===== src/hw/rtl/stl_pkg.sv =====
// package: lexer types, codes and a helper function
package stl_pkg;

    localparam int MaxTokenLen = 256;
    localparam int LenW = $clog2(MaxTokenLen + 1);

    // lexer modes
    localparam logic [3:0] M_IDLE    = 4'd0;
    localparam logic [3:0] M_STRING  = 4'd1;
    localparam logic [3:0] M_SIGN    = 4'd2;
    localparam logic [3:0] M_INT     = 4'd3;
    localparam logic [3:0] M_DEC     = 4'd4;
    localparam logic [3:0] M_SYM     = 4'd5;
    localparam logic [3:0] M_HASH    = 4'd6;
    localparam logic [3:0] M_COMMENT = 4'd7;
    localparam logic [3:0] M_ERROR   = 4'd8;

    // event codes
    localparam logic [1:0] EV_TEXT  = 2'd0;
    localparam logic [1:0] EV_DONE  = 2'd1;
    localparam logic [1:0] EV_ERR   = 2'd2;
    localparam logic [1:0] EV_END   = 2'd3;

    // token kinds
    localparam logic [2:0] K_OPEN  = 3'd0;
    localparam logic [2:0] K_CLOSE = 3'd1;
    localparam logic [2:0] K_STR   = 3'd2;
    localparam logic [2:0] K_INT   = 3'd3;
    localparam logic [2:0] K_DEC   = 3'd4;
    localparam logic [2:0] K_BOOL  = 3'd5;
    localparam logic [2:0] K_SYM   = 3'd6;

    // error codes
    localparam logic [2:0] E_STR   = 3'd0;
    localparam logic [2:0] E_NUM   = 3'd1;
    localparam logic [2:0] E_DEC   = 3'd2;
    localparam logic [2:0] E_SYM   = 3'd3;
    localparam logic [2:0] E_BOOL  = 3'd4;
    localparam logic [2:0] E_CHAR  = 3'd5;
    localparam logic [2:0] E_LONG  = 3'd6;

    localparam logic [31:0] SatMag = 32'h8000_0000;

    typedef struct packed {
        logic [1:0]  event_res;
        logic [2:0]  token_kind;
        logic [7:0]  text_byte;
        logic        first_byte;
        logic [31:0] int_value;
        logic [2:0]  error_code;
        logic        last;
    } t_res;

    // one input item after classification
    typedef struct packed {
        logic [7:0] b;
        logic       eoi;
        logic       digit;
        logic       space;
        logic       paren;
        logic       sym_start;
        logic       sym_more;
    } t_cls;

    function automatic logic f_sym_start(input logic [7:0] b);
        return (b >= 8'd65 && b <= 8'd90) || (b >= 8'd97 && b <= 8'd122) ||
               b == "!" || b == "$" || b == "%" || b == "&" || b == "*" ||
               b == "/" || b == ":" || b == "<" || b == "=" || b == ">" ||
               b == "?" || b == "~" || b == "_" || b == "^";
    endfunction

endpackage


===== src/hw/rtl/stl_if.sv =====
// valid/ready channel interfaces
interface stl_in_if;
    logic       valid;
    logic       ready;
    logic [7:0] input_byte;
    logic       end_of_input;
    modport source (output valid, input ready, output input_byte, output end_of_input);
    modport sink   (input valid, output ready, input input_byte, input end_of_input);
endinterface

interface stl_out_if;
    logic              valid;
    logic              ready;
    logic [1:0]        event_res;
    logic [2:0]        token_kind;
    logic [7:0]        text_byte;
    logic              first_byte;
    logic signed [31:0] int_value;
    logic [2:0]        error_code;
    logic              last;
    modport source (output valid, input ready, output event_res, output token_kind,
                    output text_byte, output first_byte, output int_value,
                    output error_code, output last);
    modport sink   (input valid, output ready, input event_res, input token_kind,
                    input text_byte, input first_byte, input int_value,
                    input error_code, input last);
endinterface


===== src/hw/rtl/scheme_token_lexer.sv =====
// top level: scheme token lexer
//   channel   dir   payload
//   i_in      in    input_byte, end_of_input
//   o_out     out   event_res, token_kind, text_byte, first_byte, int_value,
//                   error_code, last
// a byte makes up to three results; the back end state machine emitting one
// result a cycle while the output is ready sets the rate. a two-entry queue
// decouples input from the back end.
// synchronous active-low reset returns the lexer to idle; either side may stall.
module scheme_token_lexer (
    input  logic      i_clk,
    input  logic      i_rst_n,
    stl_in_if.sink    i_in,
    stl_out_if.source o_out
);
    logic          q_valid, q_ready;
    stl_pkg::t_cls q_cls;

    stl_front u_front (
        .i_clk(i_clk), .i_rst_n(i_rst_n), .i_in(i_in),
        .o_valid(q_valid), .i_ready(q_ready), .o_cls(q_cls)
    );

    stl_back u_back (
        .i_clk(i_clk), .i_rst_n(i_rst_n), .i_valid(q_valid), .o_ready(q_ready),
        .i_cls(q_cls), .o_out(o_out)
    );
endmodule


===== src/hw/rtl/stl_front.sv =====
// front end: accepts bytes, classifies them, two-entry queue to the back end
module stl_front (
    input  logic                 i_clk,
    input  logic                 i_rst_n,
    stl_in_if.sink               i_in,
    output logic                 o_valid,
    input  logic                 i_ready,
    output stl_pkg::t_cls        o_cls
);
    stl_pkg::t_cls r_q [2];
    logic [1:0]    r_cnt;
    logic          r_rd;
    logic          push, pop;
    stl_pkg::t_cls c;

    // classify
    always_comb begin
        c.b         = i_in.input_byte;
        c.eoi       = i_in.end_of_input;
        c.digit     = i_in.input_byte >= 8'd48 && i_in.input_byte <= 8'd57;
        c.space     = i_in.input_byte == " " || i_in.input_byte == 8'h0a;
        c.paren     = i_in.input_byte == "(" || i_in.input_byte == ")";
        c.sym_start = stl_pkg::f_sym_start(i_in.input_byte);
        c.sym_more  = c.sym_start || c.digit || i_in.input_byte == "+" ||
                      i_in.input_byte == "-" || i_in.input_byte == ".";
    end

    assign i_in.ready = r_cnt != 2'd2;
    assign push       = i_in.valid && i_in.ready;
    assign o_valid    = r_cnt != 2'd0;
    assign pop        = o_valid && i_ready;
    assign o_cls      = r_q[r_rd];

    // queue storage
    always_ff @(posedge i_clk) begin
        if (push) r_q[r_rd ^ (r_cnt == 2'd1 ? 1'b1 : 1'b0) ^ (pop ? 1'b1 : 1'b0) ^
                      (pop ? 1'b1 : 1'b0)] <= c;
    end

    // queue pointers
    always_ff @(posedge i_clk) begin
        if (!i_rst_n) begin
            r_cnt <= 2'd0;
            r_rd  <= 1'b0;
        end else begin
            r_cnt <= r_cnt + {1'b0, push} - {1'b0, pop};
            if (pop) r_rd <= ~r_rd;
        end
    end
endmodule


===== src/hw/rtl/stl_back.sv =====
// back end: lexer state machine, up to three results per byte, one result per cycle while the output is ready
module stl_back (
    input  logic          i_clk,
    input  logic          i_rst_n,
    input  logic          i_valid,
    output logic          o_ready,
    input  stl_pkg::t_cls i_cls,
    stl_out_if.source     o_out
);
    localparam int LW = stl_pkg::LenW;

    logic [3:0]    r_mode;
    logic [7:0]    r_sign;
    logic          r_point;
    logic [31:0]   r_acc;
    logic          r_neg;
    logic [LW-1:0] r_len;

    // result list of the current byte
    stl_pkg::t_res r_buf [3];
    logic [1:0]    r_num;
    logic [1:0]    r_idx;
    logic          r_busy;

    // output register
    stl_pkg::t_res r_o;
    logic          r_ov;

    // next-state computation
    logic [3:0]    n_mode;
    logic [7:0]    n_sign;
    logic          n_point;
    logic [31:0]   n_acc;
    logic          n_neg;
    logic [LW-1:0] n_len;
    stl_pkg::t_res n_buf [3];
    logic [1:0]    n_num;
    logic          stop;
    logic [35:0]   prod;
    logic [31:0]   dacc;
    logic [31:0]   ires;
    logic [7:0]    b;
    logic          take, oload;

    // digit accumulate on the current byte, and the saturated signed integer result
    always_comb begin
        prod = {4'd0, r_acc} * 36'd10 + {28'd0, b - 8'd48};
        dacc = prod > {4'd0, stl_pkg::SatMag} ? stl_pkg::SatMag : prod[31:0];
        ires = r_neg ? 32'd0 - r_acc : (r_acc > 32'h7fff_ffff ? 32'h7fff_ffff : r_acc);
    end

    always_comb begin
        b = i_cls.b;
        n_mode = r_mode; n_sign = r_sign; n_point = r_point; n_acc = r_acc;
        n_neg = r_neg; n_len = r_len; n_num = 2'd0; stop = 1'b0;
        for (int i = 0; i < 3; i++) n_buf[i] = '0;

        if (i_cls.eoi) begin
            case (r_mode)
                stl_pkg::M_STRING: begin
                    n_buf[n_num].event_res = stl_pkg::EV_ERR;
                    n_buf[n_num].error_code = stl_pkg::E_STR; n_num = n_num + 2'd1;
                end
                stl_pkg::M_INT: begin
                    n_buf[n_num].event_res = stl_pkg::EV_DONE;
                    n_buf[n_num].token_kind = stl_pkg::K_INT;
                    n_buf[n_num].int_value = ires; n_num = n_num + 2'd1;
                end
                stl_pkg::M_DEC, stl_pkg::M_SYM: begin
                    n_buf[n_num].event_res = stl_pkg::EV_DONE;
                    n_buf[n_num].token_kind = (r_mode == stl_pkg::M_DEC) ?
                                              stl_pkg::K_DEC : stl_pkg::K_SYM;
                    n_num = n_num + 2'd1;
                end
                stl_pkg::M_SIGN: begin
                    if (!r_point) begin
                        n_buf[0].event_res = stl_pkg::EV_TEXT;
                        n_buf[0].token_kind = stl_pkg::K_SYM;
                        n_buf[0].text_byte = r_sign;
                        n_buf[0].first_byte = 1'b1;
                        n_buf[1].event_res = stl_pkg::EV_DONE;
                        n_buf[1].token_kind = stl_pkg::K_SYM;
                        n_num = 2'd2;
                    end else begin
                        n_buf[0].event_res = stl_pkg::EV_ERR;
                        n_buf[0].error_code = (r_sign != 8'd0) ? stl_pkg::E_SYM :
                                                                 stl_pkg::E_DEC;
                        n_num = 2'd1;
                    end
                end
                stl_pkg::M_HASH: begin
                    n_buf[0].event_res = stl_pkg::EV_ERR;
                    n_buf[0].error_code = stl_pkg::E_BOOL; n_num = 2'd1;
                end
                default: ;
            endcase
            n_buf[n_num].event_res = stl_pkg::EV_END;
            n_num = n_num + 2'd1;
            n_mode = stl_pkg::M_IDLE; n_sign = '0; n_point = 1'b0;
            n_acc = '0; n_neg = 1'b0; n_len = '0;
        end else begin
            logic       st;      // start-byte processing needed
            logic       clo;     // completion of current token before start
            logic [2:0] ck;
            logic [31:0] cv;
            logic [LW-1:0] len;
            logic       failed;
            logic [2:0] fcode;
            logic [7:0] tb [3];
            logic [1:0] nt;      // text bytes to emit
            logic [2:0] tk;
            st = 1'b0; clo = 1'b0; ck = '0; cv = '0; failed = 1'b0; fcode = '0;
            tb[0] = '0; tb[1] = '0; tb[2] = '0; nt = 2'd0; tk = '0;
            len = r_len;
            case (r_mode)
                stl_pkg::M_IDLE: st = 1'b1;
                stl_pkg::M_STRING: begin
                    nt = 2'd1; tk = stl_pkg::K_STR; tb[0] = b;
                end
                stl_pkg::M_INT: begin
                    if (i_cls.digit) begin nt = 2'd1; tk = stl_pkg::K_INT; tb[0] = b; end
                    else if (b == ".") begin nt = 2'd1; tk = stl_pkg::K_DEC; tb[0] = b; end
                    else if (i_cls.space || i_cls.paren) begin
                        clo = 1'b1; ck = stl_pkg::K_INT; cv = ires;
                    end else begin failed = 1'b1; fcode = stl_pkg::E_NUM; end
                end
                stl_pkg::M_DEC: begin
                    if (i_cls.digit) begin nt = 2'd1; tk = stl_pkg::K_DEC; tb[0] = b; end
                    else if (i_cls.space || i_cls.paren) begin
                        clo = 1'b1; ck = stl_pkg::K_DEC;
                    end else begin failed = 1'b1; fcode = stl_pkg::E_DEC; end
                end
                stl_pkg::M_SYM: begin
                    if (i_cls.sym_more) begin nt = 2'd1; tk = stl_pkg::K_SYM; tb[0] = b; end
                    else if (i_cls.space || i_cls.paren) begin
                        clo = 1'b1; ck = stl_pkg::K_SYM;
                    end else begin failed = 1'b1; fcode = stl_pkg::E_SYM; end
                end
                stl_pkg::M_SIGN: begin
                    if (!r_point) begin
                        if (i_cls.space || i_cls.paren) begin
                            nt = 2'd1; tk = stl_pkg::K_SYM; tb[0] = r_sign;
                            clo = 1'b1; ck = stl_pkg::K_SYM;
                        end else if (i_cls.digit) begin
                            nt = 2'd2; tk = stl_pkg::K_INT; tb[0] = r_sign; tb[1] = b;
                        end else if (b == ".") begin
                            n_point = 1'b1;
                        end else begin failed = 1'b1; fcode = stl_pkg::E_SYM; end
                    end else if (i_cls.digit) begin
                        tk = stl_pkg::K_DEC;
                        if (r_sign != 8'd0) begin
                            nt = 2'd3; tb[0] = r_sign; tb[1] = "."; tb[2] = b;
                        end else begin
                            nt = 2'd2; tb[0] = "."; tb[1] = b;
                        end
                    end else begin
                        failed = 1'b1;
                        fcode = (r_sign != 8'd0) ? stl_pkg::E_SYM : stl_pkg::E_DEC;
                    end
                end
                stl_pkg::M_HASH: begin
                    if (b == "t" || b == "f") begin
                        nt = 2'd2; tk = stl_pkg::K_BOOL; tb[0] = "#"; tb[1] = b;
                        clo = 1'b1; ck = stl_pkg::K_BOOL;
                        cv = (b == "t") ? 32'd1 : 32'd0;
                    end else begin failed = 1'b1; fcode = stl_pkg::E_BOOL; end
                end
                stl_pkg::M_COMMENT: if (b == 8'h0a) n_mode = stl_pkg::M_IDLE;
                stl_pkg::M_ERROR: ;
                default: begin
                    n_mode = stl_pkg::M_IDLE; n_sign = '0; n_point = 1'b0;
                    n_acc = '0; n_neg = 1'b0; n_len = '0;
                end
            endcase

            // emit text bytes with length check
            for (int i = 0; i < 3; i++) begin
                if (!stop && i < int'(nt)) begin
                    if (len >= LW'(stl_pkg::MaxTokenLen)) begin
                        failed = 1'b1; fcode = stl_pkg::E_LONG;
                        stop = 1'b1;
                    end else begin
                        n_buf[n_num].event_res = stl_pkg::EV_TEXT;
                        n_buf[n_num].token_kind = tk;
                        n_buf[n_num].text_byte = tb[i];
                        n_buf[n_num].first_byte = (len == '0);
                        n_num = n_num + 2'd1;
                        len = len + LW'(1);
                    end
                end
            end
            n_len = len;
            if (failed) begin
                clo = 1'b0; st = 1'b0;
            end else begin
                // mode updates for successful text
                case (r_mode)
                    stl_pkg::M_STRING: if (b == "\"") begin
                        clo = 1'b1; ck = stl_pkg::K_STR;
                    end
                    stl_pkg::M_INT: if (i_cls.digit) n_acc = dacc;
                        else if (b == ".") n_mode = stl_pkg::M_DEC;
                    stl_pkg::M_SIGN: if (!r_point && i_cls.digit) begin
                        n_neg = (r_sign == "-"); n_acc = dacc; n_mode = stl_pkg::M_INT;
                    end else if (r_point && i_cls.digit) n_mode = stl_pkg::M_DEC;
                    default: ;
                endcase
            end
            if (clo) begin
                n_buf[n_num].event_res = stl_pkg::EV_DONE;
                n_buf[n_num].token_kind = ck;
                n_buf[n_num].int_value = cv;
                n_num = n_num + 2'd1;
                n_mode = stl_pkg::M_IDLE; n_sign = '0; n_point = 1'b0;
                n_acc = '0; n_neg = 1'b0; n_len = '0;
                if (i_cls.paren && r_mode != stl_pkg::M_HASH &&
                    r_mode != stl_pkg::M_STRING) st = 1'b1;
            end
            // start-of-token byte
            if (st) begin
                if (i_cls.paren) begin
                    n_buf[n_num].event_res = stl_pkg::EV_DONE;
                    n_buf[n_num].token_kind = (b == "(") ? stl_pkg::K_OPEN :
                                                           stl_pkg::K_CLOSE;
                    n_num = n_num + 2'd1;
                    n_mode = stl_pkg::M_IDLE;
                end else if (b == "\"" || i_cls.digit || i_cls.sym_start) begin
                    if (r_len >= LW'(stl_pkg::MaxTokenLen)) begin
                        failed = 1'b1; fcode = stl_pkg::E_LONG;
                    end else begin
                        n_buf[n_num].event_res = stl_pkg::EV_TEXT;
                        n_buf[n_num].token_kind = (b == "\"") ? stl_pkg::K_STR :
                            (i_cls.digit ? stl_pkg::K_INT : stl_pkg::K_SYM);
                        n_buf[n_num].text_byte = b;
                        n_buf[n_num].first_byte = 1'b1;
                        n_num = n_num + 2'd1;
                        n_len = LW'(1);
                        n_mode = (b == "\"") ? stl_pkg::M_STRING :
                                 (i_cls.digit ? stl_pkg::M_INT : stl_pkg::M_SYM);
                        if (i_cls.digit) n_acc = dacc;
                    end
                end else if (b == "+" || b == "-") begin
                    n_sign = b; n_point = 1'b0; n_mode = stl_pkg::M_SIGN;
                end else if (b == ".") begin
                    n_sign = '0; n_point = 1'b1; n_mode = stl_pkg::M_SIGN;
                end else if (b == "#") n_mode = stl_pkg::M_HASH;
                else if (b == ";") n_mode = stl_pkg::M_COMMENT;
                else if (!i_cls.space) begin
                    failed = 1'b1; fcode = stl_pkg::E_CHAR;
                end
            end
            if (failed) begin
                n_buf[n_num].event_res = stl_pkg::EV_ERR;
                n_buf[n_num].error_code = fcode;
                n_num = n_num + 2'd1;
                n_mode = stl_pkg::M_ERROR; n_sign = '0; n_point = 1'b0;
                n_acc = '0; n_neg = 1'b0; n_len = '0;
            end
        end
        if (n_num != 2'd0) n_buf[n_num - 2'd1].last = 1'b1;
    end

    // take a new byte when the result list is drained or finishing now
    assign oload   = r_busy && (!r_ov || o_out.ready);
    assign o_ready = !r_busy || (oload && r_idx == r_num - 2'd1);
    assign take    = i_valid && o_ready;

    always_ff @(posedge i_clk) begin
        if (take) begin
            r_buf[0] <= n_buf[0]; r_buf[1] <= n_buf[1]; r_buf[2] <= n_buf[2];
            r_num <= n_num;
        end
        if (oload) r_o <= r_buf[r_idx];
    end

    // lexer state and sequencing
    always_ff @(posedge i_clk) begin
        if (!i_rst_n) begin
            r_mode <= stl_pkg::M_IDLE; r_sign <= '0; r_point <= 1'b0;
            r_acc <= '0; r_neg <= 1'b0; r_len <= '0;
            r_busy <= 1'b0; r_idx <= '0; r_ov <= 1'b0;
        end else begin
            if (take) begin
                r_mode <= n_mode; r_sign <= n_sign; r_point <= n_point;
                r_acc <= n_acc; r_neg <= n_neg; r_len <= n_len;
            end
            if (oload) r_ov <= 1'b1;
            else if (o_out.ready) r_ov <= 1'b0;
            if (take) begin
                r_busy <= n_num != 2'd0;
                r_idx  <= '0;
            end else if (oload) begin
                if (r_idx == r_num - 2'd1) r_busy <= 1'b0;
                r_idx <= r_idx + 2'd1;
            end
        end
    end

    assign o_out.valid      = r_ov;
    assign o_out.event_res  = r_o.event_res;
    assign o_out.token_kind = r_o.token_kind;
    assign o_out.text_byte  = r_o.text_byte;
    assign o_out.first_byte = r_o.first_byte;
    assign o_out.int_value  = r_o.int_value;
    assign o_out.error_code = r_o.error_code;
    assign o_out.last       = r_o.last;
endmodule

===== src/flat_wrapper.sv =====
// flat-port wrapper written by rule: the top's interface ports become plain ports
module scheme_token_lexer_flat 
  (i_clk, i_rst_n, i_in_valid, i_in_ready, i_in_input_byte, i_in_end_of_input, o_out_valid, o_out_ready, o_out_event_res, o_out_token_kind, o_out_text_byte, o_out_first_byte, o_out_int_value, o_out_error_code, o_out_last);
  stl_in_if i_in_i ();
  stl_out_if o_out_i ();
  input  logic i_clk;
  input  logic i_rst_n;
  input wire logic [$bits(i_in_i.valid)-1:0] i_in_valid;
  output wire logic [$bits(i_in_i.ready)-1:0] i_in_ready;
  input wire logic [$bits(i_in_i.input_byte)-1:0] i_in_input_byte;
  input wire logic [$bits(i_in_i.end_of_input)-1:0] i_in_end_of_input;
  output wire logic [$bits(o_out_i.valid)-1:0] o_out_valid;
  input wire logic [$bits(o_out_i.ready)-1:0] o_out_ready;
  output wire logic [$bits(o_out_i.event_res)-1:0] o_out_event_res;
  output wire logic [$bits(o_out_i.token_kind)-1:0] o_out_token_kind;
  output wire logic [$bits(o_out_i.text_byte)-1:0] o_out_text_byte;
  output wire logic [$bits(o_out_i.first_byte)-1:0] o_out_first_byte;
  output wire logic [$bits(o_out_i.int_value)-1:0] o_out_int_value;
  output wire logic [$bits(o_out_i.error_code)-1:0] o_out_error_code;
  output wire logic [$bits(o_out_i.last)-1:0] o_out_last;
  assign i_in_i.valid = i_in_valid;
  assign i_in_ready = i_in_i.ready;
  assign i_in_i.input_byte = i_in_input_byte;
  assign i_in_i.end_of_input = i_in_end_of_input;
  assign o_out_valid = o_out_i.valid;
  assign o_out_i.ready = o_out_ready;
  assign o_out_event_res = o_out_i.event_res;
  assign o_out_token_kind = o_out_i.token_kind;
  assign o_out_text_byte = o_out_i.text_byte;
  assign o_out_first_byte = o_out_i.first_byte;
  assign o_out_int_value = o_out_i.int_value;
  assign o_out_error_code = o_out_i.error_code;
  assign o_out_last = o_out_i.last;
  scheme_token_lexer u_core (.i_clk(i_clk), .i_rst_n(i_rst_n), .i_in(i_in_i), .o_out(o_out_i));
endmodule

===== config.mk =====
export PLATFORM = sky130hd
export DESIGN_NAME = scheme_token_lexer_flat
export DESIGN_NICKNAME = d
export VERILOG_FILES = /design/src/hw/rtl/stl_pkg.sv /design/src/hw/rtl/stl_if.sv /design/src/hw/rtl/scheme_token_lexer.sv /design/src/hw/rtl/stl_front.sv /design/src/hw/rtl/stl_back.sv /design/src/flat_wrapper.sv
export SDC_FILE = /design/constraint.sdc
export NUM_CORES = 1
export LEC_CHECK = 0
export CORE_ASPECT_RATIO = 1.2
export CORE_UTILIZATION = 60
export CTS_BUF_LIST = sky130_fd_sc_hd__clkbuf_2 sky130_fd_sc_hd__clkbuf_4 sky130_fd_sc_hd__clkbuf_8
export CTS_CLUSTER_SIZE = 14
export DETAILED_ROUTE_END_ITERATION = 8
export DONT_BUFFER_PORTS = 1
export PLACE_DENSITY = 0.81
export SLEW_MARGIN = 15
export SYNTH_ARGS = -nofsm -noshare
export SYNTH_HDL_FRONTEND = slang
export SYNTH_HIERARCHICAL = 1
export SYNTH_SLANG_ARGS = --single-unit
export TNS_END_PERCENT = 100

===== constraint.sdc =====
create_clock -name i_clk -period 15.4 [get_ports i_clk]
set_clock_uncertainty 0.1 [all_clocks]
set_input_delay 3.85 -clock i_clk [delete_from_list [all_inputs] [get_ports i_clk]]
set_output_delay 3.85 -clock i_clk [all_outputs]
set_load 0.03 [all_outputs]

# Word level (Yosys, flattened, before mapping)
# Memories as Yosys holds them, arrays and structs flattened. A register that Yosys moved wholly into a read port is not among the register bits.
# Index checks and enable logic that the tools add are counted.
[word_totals]
reg_bits = 64
ramBits = 178
input_bits = 13
output_inout_bits = 52
wordCells = 545
memories = 2
[op_classes]
add_sub_neg = 17
multipliers = 1
order_cmp = 28
eq_ne = 45
n_mux = 356
bitwise = 12
n_reduce_logical = 72
[mem_list]
columns = ["name", "depth", "width", "rd", "rd_ports_with_merged_regs", "write_ports", "line_no", "rtl"]
rows = [
  ["u_core.u_back.r_buf", 3, 50, 1, 1, 3, "stl_back.sv:20", "stl_pkg::t_res r_buf [3];"],
  ["u_core.u_front.r_q", 2, 14, 1, 1, 1, "stl_front.sv:10", "stl_pkg::t_cls r_q [2];"],
]
[ops]
columns = ["operator", "count"]
rows = [
  ["$bwmux W150", 21],
  ["$mux W150", 16],
  ["$demux W50 S2", 19],
  ["$mux W32", 21],
  ["$mux W50", 6],
  ["$eq A8 B6 Y1 const B", 25],
  ["$mux W48", 4],
  ["$mux W8", 20],
  ["$mux W9", 17],
  ["$mux W45", 3],
  ["$mux W3", 44],
  ["$pmux W32 S2", 2],
  ["$mux W37", 3],
  ["$mux W1", 96],
  ["$mux W4", 20],
  ["$mux W2", 38],
  ["$mux W16", 3],
  ["$pmux W8 S6", 1],
  ["$eq A8 B7 Y1 const B", 5],
  ["$add A36 B8 Y36", 1],
  ["$gt A36 B32 Y1 const B", 1],
  ["$mux W12", 3],
  ["$mux W36", 1],
  ["$mul A32 B3 Y35 const B", 1],
  ["57 further kinds", 160],
]

# Logic depth before layout (Yosys ltp)
# Gate-level depths: netlist (run 1).
[logic_depth]
ltp_word = 48
depth_mapped = 28
depth_no_buf = 27

# Hierarchy
# The synthesis (run 1) kept the hierarchy.
[modules_own_cells]
columns = ["module", "instances", "cells_each", "area_each_um2"]
rows = [
  ["stl_back", 1, 1840, 17131.4],
  ["stl_front", 1, 109, 1507.7],
]

# Worst setup path before layout (run 1)
# No wires, ideal clock.
[synth_timing]
path_type = "input port to flip-flop"
startpoint = "input port o_out_ready"
endpoint = "register u_core.u_back.r_len[8]"
setup_ns = 0.114
t_arrival_ns = 8.299
path_slack_ns = 6.887
cell_stages = 8
path_buffers = 0
cell_sequence = "nor2b_1 o21ai_0 nand2_1 inv_1 nor2_1 a21oi_1 o2bb2ai_1 a21o_1"
[synth_between]
elab_chain_len = 5
[synth_lines]
columns = ["item", "line_no", "rtl"]
rows = [
  ["start, declared", "flat_wrapper.sv:13", "input wire logic [$bits(o_out_i.ready)-1:0] o_out_ready;"],
  ["$logic_or A1 B1 Y1", "stl_back.sv:264", "assign oload = r_busy && (!r_ov || o_out.ready);"],
  ["$logic_and A1 B1 Y1", "stl_back.sv:264", ""],
  ["$logic_and A1 B1 Y1", "stl_back.sv:265", "assign o_ready = !r_busy || (oload && r_idx == r_num - 2'd1);"],
  ["$logic_or A1 B1 Y1", "stl_back.sv:265", ""],
  ["via u_core.q_ready", "scheme_token_lexer.sv:16", "logic q_valid, q_ready;"],
  ["$logic_and A1 B1 Y1", "stl_back.sv:266", "assign take = i_valid && o_ready;"],
  ["via u_core.u_back.take", "stl_back.sv:43", "logic take, oload;"],
  ["end signal, assigned", "stl_back.sv:285", "r_acc <= n_acc; r_neg <= n_neg; r_len <= n_len;"],
  ["end, declared", "stl_back.sv:17", "logic [LW-1:0] r_len;"],
]
# The timed path passes the listed nets, and every way through them passes these cells.
# A chain may end at the register's enable or synchronous reset.

==> run_results.csv, run 1 <==
group,metric,value,unit
setup_path,setup.worst_path.end,"u_core/u_back/r_buf[0][0]$_SDFFCE_PN0P_",
cts,max-clock-path-buffers,3,
setup_path,path_class,"reg -> reg",
synthesis,synth_xor_area_share,4.175,%
die,ios,65,
cts,postCtsHoldBufs,0,
cts,clock-root-buffer,"clkbuf_8",
synthesis,seq_area_frac_synth,43.82,%
synthesis,synthArstFlopShare,0,%
setup_path,reg2reg_depth,25,
layout,final_layout_size_suffix_gt1_share,8.346,%
die,rows,70,
placement,gp_congestion,0.9773,
die,start_util,61.15,%
min_path,min_path_cells,2,
detailed_routing,via_count,15220,
setup_path,worst_ep_arrival_time,8.22,ns
sta,relSlewSlack,23.80,%
sta,fin_crit,7.979,ns
global_routing,antenna_found_initial,0,
synthesis,synthCells,1949,
cts,tritoncts,"yes",
sta,setup_viol,0,
detailed_routing,wl_per_cell,21.80,um
synthesis,synth_cell_types,100,
global_routing,grt_pass1_wl,78.78,mm
setup_path,crit_path_end_kind,"flip-flop",
sta,fin_crit_sh,51.81,%
synthesis,synth_edf_count,230,
setup_path,rrSetupSlack,7.42,ns
synthesis,synth_top_family_by_area,"simple AND/OR/NAND/NOR gates",
sta,fin_ws,7.421,ns
global_routing,grt_max_degree,96,
synthesis,muxShareOfSynthArea,4.605,%
layout,final_core_util,64.84,%
setup_path,cp-start-kind,"flip-flop",
die,die_area,31780,sq um
placement,place_ws,7.478,ns
sta,fmax,0.1253,GHz
synthesis,syn_area_per_cell,9.563,sq um
cts,cts_num_sinks,293,
layout,n_antenna_cell,0,
detailed_routing,postRouteAntennaNets,0,
synthesis,yosys.area_share.adder,6.793,%
layout,final_cell_mix,"edfxtp_1 (230), nand2_1 (226), nor2_1 (144)",
layout,final_common_cell,"edfxtp_1",
global_routing,grt-ovfl-total,0,
sta,hold_ws,0.4072,ns
detailed_routing,drc,0,
synthesis,synth_nets,2062,
setup_path,reg2reg_to,"u_core/u_back/r_buf[0][0]$_SDFFCE_PN0P_",
setup_path,crit_fanout,16,
cts,path_clk_slew,0.06,ns
detailed_routing,drt_iter0_drc,1399,
pwr,p_per_area,158.0,nW/um^2
cts,cts_made_buffers,46,
synthesis,synth_compound_area_share,17.69,%
placement,dp_hpwl,36.66,mm
synthesis,synth-warning-count,6,
layout,nets,2018,
synthesis,synth_area,18640,sq um
layout,syn2layout_area_growth,6.028,%
sta,rsz0062_at_grt,"no",
sta,hold_violations,0,
cts,cts_resized,0,
outcome,outcome,"finished, final reports clean",
layout,fill_cells,2376,
cts,ctsHtreeMaxLevel,2,
sta,fin_tns_setup,0,ns
detailed_routing,drt-total-wl,50.94,mm
die,core-area,30480,sq um
setup_path,cp.required,15.64,ns
pwr,p_leak,7.237,nW
detailed_routing,avgViaCountPerCell,6.514,
sta,maxSlewViolCount,0,
synthesis,synth-seq-cells,293,
cts,cts_setup_buffers,0,
flow_run,max_cap_viol_count,0,
placement,numPortBuffers,0,
synthesis,ys.flop_type,"edfxtp_1",
cts,clock_latency,0.59,ns
global_routing,grt_pass1_vias,14420,
min_path,hold_path_class,"reg -> reg",
die,die_x,162.9,um
global_routing,grt_usage,31.88,%
detailed_routing,dr.pass1.iters,5,
sta,worst_slew_pin_slew,1.133,ns
die,die_h,195.1,um
pwr,max-vdd-ir-drop,0.1781,mV
synthesis,yosys.area_share.simple,19.31,%
==> worst max-delay path: stages, from the launching register on <==
cell      delay [ns]
dfxtp_1         0.68
mux2_2          0.51
ha_1            0.30
and4bb_2        0.30
and2_1          0.18
nand2_1         0.24
o221ai_2        0.27
o21ai_2         0.44
inv_2           0.21
xnor2_1         0.59
inv_1           0.11
ha_1            0.23
and3_1          0.15
nand3_1         0.10
ha_1            0.14
inv_1           0.08
nor3_4          0.60
mux2_2          0.45
ha_1            0.28
mux2_2          0.31
ha_1            0.27
mux2_2          0.31
ha_1            0.28
mux2_2          0.28
mux2i_1         0.26
nor2_1          0.08
==> report_power, final <==
group          leakage (nW)  total [W]  internal (W)  switching [W]
clock network         0.497   0.000670      0.000354       0.000316
logic                  4.00    0.00107      0.000321       0.000747
registers              2.74    0.00139       0.00120       0.000186
total                  7.24    0.00312       0.00187        0.00125
==> state kept, by name, indices dropped and copies added, names as in the netlist, 2 cells and up, named ones only <==
register	cells
u_core/u_back/o_out.error_code	3
u_core/u_back/r_sign	8
u_core/u_back/r_mode	4
u_core/u_back/r_acc	32
u_core/u_back/r_buf	150
u_core/u_back/r_idx	2
u_core/u_back/r_len	9
u_core/u_back/o_out.text_byte	8
u_core/u_back/o_out.token_kind	3
u_core/u_back/o_out.event_res	2
u_core/u_back/r_num	2
u_core/u_front/r_q	28
u_core/u_front/r_cnt	2
u_core/u_back/o_out.int_value	32
==> layout make-up <==
type	instances	area, sq um	area share [%]
Tap cell	396	495.5	2.507
Inverter	54	207.7	1.051
Timing Repair Buffer	18	135.1	0.6838
Clock buffer	58	735.7	3.723
Multi-Input combinational cell	1492	9818	49.68
Sequential cell	293	8170	41.34
Clock inverter	26	200.2	1.013
==> worst min-delay path by stage <==
stage / start / endpoint / slack (ns)
detailed placement: u_core/u_back/r_sign[6]$_SDFFE_PN0P_ / u_core/u_back/r_sign[6]$_SDFFE_PN0P_ / 0.40
finish: u_core/u_back/r_busy$_SDFFE_PN0P_ / u_core/u_back/o_out.valid$_SDFFE_PN0P_ / 0.41
CTS: u_core/u_back/r_sign[6]$_SDFFE_PN0P_ / u_core/u_back/r_sign[6]$_SDFFE_PN0P_ / 0.41
global route: u_core/u_back/r_sign[6]$_SDFFE_PN0P_ / u_core/u_back/r_sign[6]$_SDFFE_PN0P_ / 0.43
global placement: u_core/u_back/r_busy$_SDFFE_PN0P_ / u_core/u_back/o_out.valid$_SDFFE_PN0P_ / 0.38
floorplan: u_core/u_back/r_busy$_SDFFE_PN0P_ / u_core/u_back/o_out.valid$_SDFFE_PN0P_ / 0.35
==> cell families (layout without fill, tap and decap cells) <==
| logic type | after synthesis | in the layout |
|---|---|---|
| muxes | 83 | 83 |
| AOI/OAI and AO/OA | 510 | 510 |
| adders and majority gates | 100 | 100 |
| and+or+nand+nor | 714 | 714 |
| DFF | 293 | 293 |
| buffers and inverters | 164 | 156 |
| xor gates and xnor gates | 85 | 85 |
==> per-stage QoR <==
step | total power [W] | instances | cell area (sq um)
finish | 0.003123 | 2337 | 19760
global route | 0.003273 | 2337 | 19760
CTS | 0.003111 | 2337 | 19760
detailed placement | 0.002438 | 2253 | 18830
global placement | 0.002391 | 2253 | 18830
floorplan | 0.002141 | 1949 | 18640
==> cells in the mapped netlist (6+ instances only) <==
master | number | area, sq um
buf_2 | 11 | 55.05
o21a_1 | 13 | 97.59
nand4_1 | 30 | 187.7
xor2_1 | 35 | 306.5
nand2b_1 | 16 | 100.1
or3_1 | 14 | 87.58
and3_1 | 16 | 100.1
o22ai_1 | 7 | 43.79
a22o_1 | 8 | 70.07
and2_1 | 92 | 575.6
a211o_1 | 7 | 61.31
o31ai_1 | 30 | 225.2
nor2_1 | 144 | 540.5
a311oi_1 | 6 | 52.55
a31oi_1 | 26 | 162.7
clkbuf_1 | 86 | 322.8
inv_1 | 50 | 187.7
or4_1 | 14 | 105.1
mux2_2 | 22 | 247.7
nor3_1 | 36 | 180.2
buf_1 | 6 | 22.52
a21oi_1 | 120 | 600.6
o31a_1 | 7 | 61.31
o211ai_1 | 20 | 150.1
nor2b_1 | 12 | 75.07
and4_1 | 7 | 61.31
or2_2 | 7 | 43.79
mux2i_1 | 61 | 610.6
xnor2_1 | 47 | 411.6
nand2_1 | 226 | 848.3
o41ai_1 | 13 | 113.9
ha_1 | 98 | 1226
edfxtp_1 | 230 | 6907
a21o_1 | 22 | 165.2
nand3_1 | 55 | 275.3
a211oi_1 | 19 | 142.6
nor4_1 | 14 | 87.58
dfxtp_1 | 63 | 1261
o21ai_0 | 141 | 705.7
==> per-layer routing <==
layer  vias up  wire length (um)  global-route usage (%)
met1      7225             21350                   43.24
met2       741             23680                   50.99
met5         -                 0                       0
met3       111              4425                   5.969
met4         0              1494                   11.08
li1       7146                 -                       -
(Power assumes the default switching activity.)
==> inputs of run 2 (changes only) <==
PLACE_DENSITY = 0.84   (was 0.81)
clock period = 7.25 ns   (was 15.4 ns; I/O delays follow)
==> run 2 against run 1 <==
  * Sequential cell count did not move
  * Sequential power is 110% higher
  * First-iteration DRC count up 13%
  * Utilization is 0.45 points higher
  * Largest power group unchanged
  * Final area is 0.69% higher
  * Critical endpoint is now u_core/u_back/r_buf[2][0]$_SDFFCE_PN0P_
  * Critical path depth increased by 1
  * Highest routed layer unchanged
==> run_results.csv, run 2 (same netlist as run 1, synthesis figures left out) <==
group,metric,value,unit
outcome,outcome,"finished, final reports clean",
cts,path_clk_slew,0.06,ns
sta,fmax,0.1459,GHz
pwr,p_per_area,337.0,nW/um^2
layout,largest_register,"u_core/u_back/r_buf",
layout,fin_cells,2357,
global_routing,busiest_layer,"met2",
die,core-area,30480,sq um
placement,numPortBuffers,0,
detailed_routing,drt-total-wl,51.87,mm
layout,final_common_cell,"edfxtp_1",
flow_run,max_cap_viol_count,0,
sta,fin_crit,6.855,ns
layout,largest_reg_flops,150,
global_routing,grt_usage,32.78,%
die,die_h,195.1,um
sta,fin_tns_setup,0,ns
detailed_routing,drc,0,
cts,max-clock-path-buffers,3,
detailed_routing,drt_iter0_drc,1576,
global_routing,antenna_found_initial,1,
placement,placed_cells,2273,
cts,clock_latency,0.61,ns
setup_path,path_class,"reg -> reg",
pwr,max-vdd-ir-drop,0.3864,mV
layout,final_layout_size_suffix_gt1_share,9.077,%
sta,maxSlewViolCount,0,
die,ios,65,
placement,dp_hpwl,37.69,mm
placement,gp_congestion,0.9846,
detailed_routing,avgViaCountPerCell,6.600,
setup_path,cp_slowest_stage_delay,0.62,ns
sta,rsz0062_at_grt,"no",
global_routing,grt-ovfl-total,0,
die,start_util,61.15,%
die,rows,70,
setup_path,cp-start-kind,"flip-flop",
global_routing,use_met2,53.21,%
global_routing,grt_pass1_vias,14680,
die,die_area,31780,sq um
cts,tritoncts,"yes",
sta,worst_slew_pin_slew,1.150,ns
cts,postCtsHoldBufs,0,
global_routing,met1_usage,42.75,%
setup_path,rrSetupSlack,0.40,ns
setup_path,worst_ep_arrival_time,7.21,ns
setup_path,cpMaxStageDelayCell,"dfxtp_1",
detailed_routing,postRouteAntennaNets,0,
sta,relSlewSlack,22.63,%
setup_path,crit_fanout,12,
sta,setup_viol,0,
pwr,p_leak,7.327,nW
global_routing,grt_pass1_wl,80.63,mm
detailed_routing,dr.pass1.iters,6,
sta,hold_ws,0.4057,ns
layout,fill_cells,2311,
sta,hold_violations,0,
cts,cts_setup_buffers,0,
detailed_routing,wl_per_cell,22.01,um
placement,place_ws,0.4670,ns
setup_path,crit_path_end_kind,"flip-flop",
cts,cts_num_sinks,293,
detailed_routing,via_count,15560,
pwr,report.power.total,0.006706,W
layout,n_antenna_cell,0,
cts,ctsHtreeMaxLevel,2,
cts,cts_made_buffers,46,
sta,fin_crit_sh,94.55,%
die,die_x,162.9,um
layout,syn2layout_area_growth,6.760,%
cts,clock-root-buffer,"clkbuf_8",
layout,nets,2038,
setup_path,critPathMostFrequentCell,"ha_1",
global_routing,grt_max_degree,107,
sta,fin_ws,0.3951,ns
cts,cts_resized,0,
min_path,hold_path_class,"reg -> reg",
layout,final_cell_mix,"edfxtp_1 (230), nand2_1 (226), nor2_1 (144)",
setup_path,cp.required,7.61,ns
global_routing,met3_usage,6.839,%
run 2: changes by cell type in the layout (fill, tap and decap cells not counted), sizes merged:
cell / change
buf: +20
clkbuf: +1
clkinv: -1
clkinvlp: -1
inv: +1
run 2: worst paths after layout:
| path | from | to | cells past startpoint |
|---|---|---|---|
| setup / recovery | flip-flop | u_core/u_back/r_buf[2][0]$_SDFFCE_PN0P_ | 26 |
| hold / removal | u_core/u_back/r_busy$_SDFFE_PN0P_ | u_core/u_back/o_out.valid$_SDFFE_PN0P_ | 2 |
| setup reg to reg | flip-flop | u_core/u_back/r_buf[2][0]$_SDFFCE_PN0P_ | 26 |
| hold reg to reg | u_core/u_back/r_busy$_SDFFE_PN0P_ | u_core/u_back/o_out.valid$_SDFFE_PN0P_ | 2 |
run 2: critical path, delay by kind of cell (launching register included):
kind            cells  cell delay [ns]
compound gates      2             0.34
mux                 7             2.37
buf+inv             4             0.40
fa+ha+maj           6             1.49
simple gates        7             1.39
flops               1             0.62
run 2: power by group:
part           switching [W]  internal (W)  leakage [nW]
registers           0.000393       0.00255          2.74
clock network       0.000682      0.000745         0.487
logic                0.00162      0.000718          4.10
run 2: final cells by class:
class                      instances  area [sq um]  share of cell area (%)
multi-input combinational       1492          9818                   49.34
sequential                       293          8170                   41.06
clock buffer                      59         730.7                   3.672
tap                              396         495.5                   2.490
timing repair buffer              38         285.3                   1.434
inverter                          54         207.7                   1.044
clock inverter                    25         191.4                  0.9620
run 2: per-layer routing:
layer | vias to the layer above | part of all wire [%]
li1 | 7187 | -
met1 | 7426 | 41
met2 | 790 | 47
met3 | 153 | 8.6
met4 | 0 | 3.8
met5 | - | 0
run 2: stage by stage:
stage / util (%) / area [sq um]
after floorplan: - / 18640
after global placement: 62.26 / 18980
after detailed placement: 62.26 / 18980
after CTS: 65.29 / 19900
after global routing: 65.29 / 19900
final: 65.29 / 19900
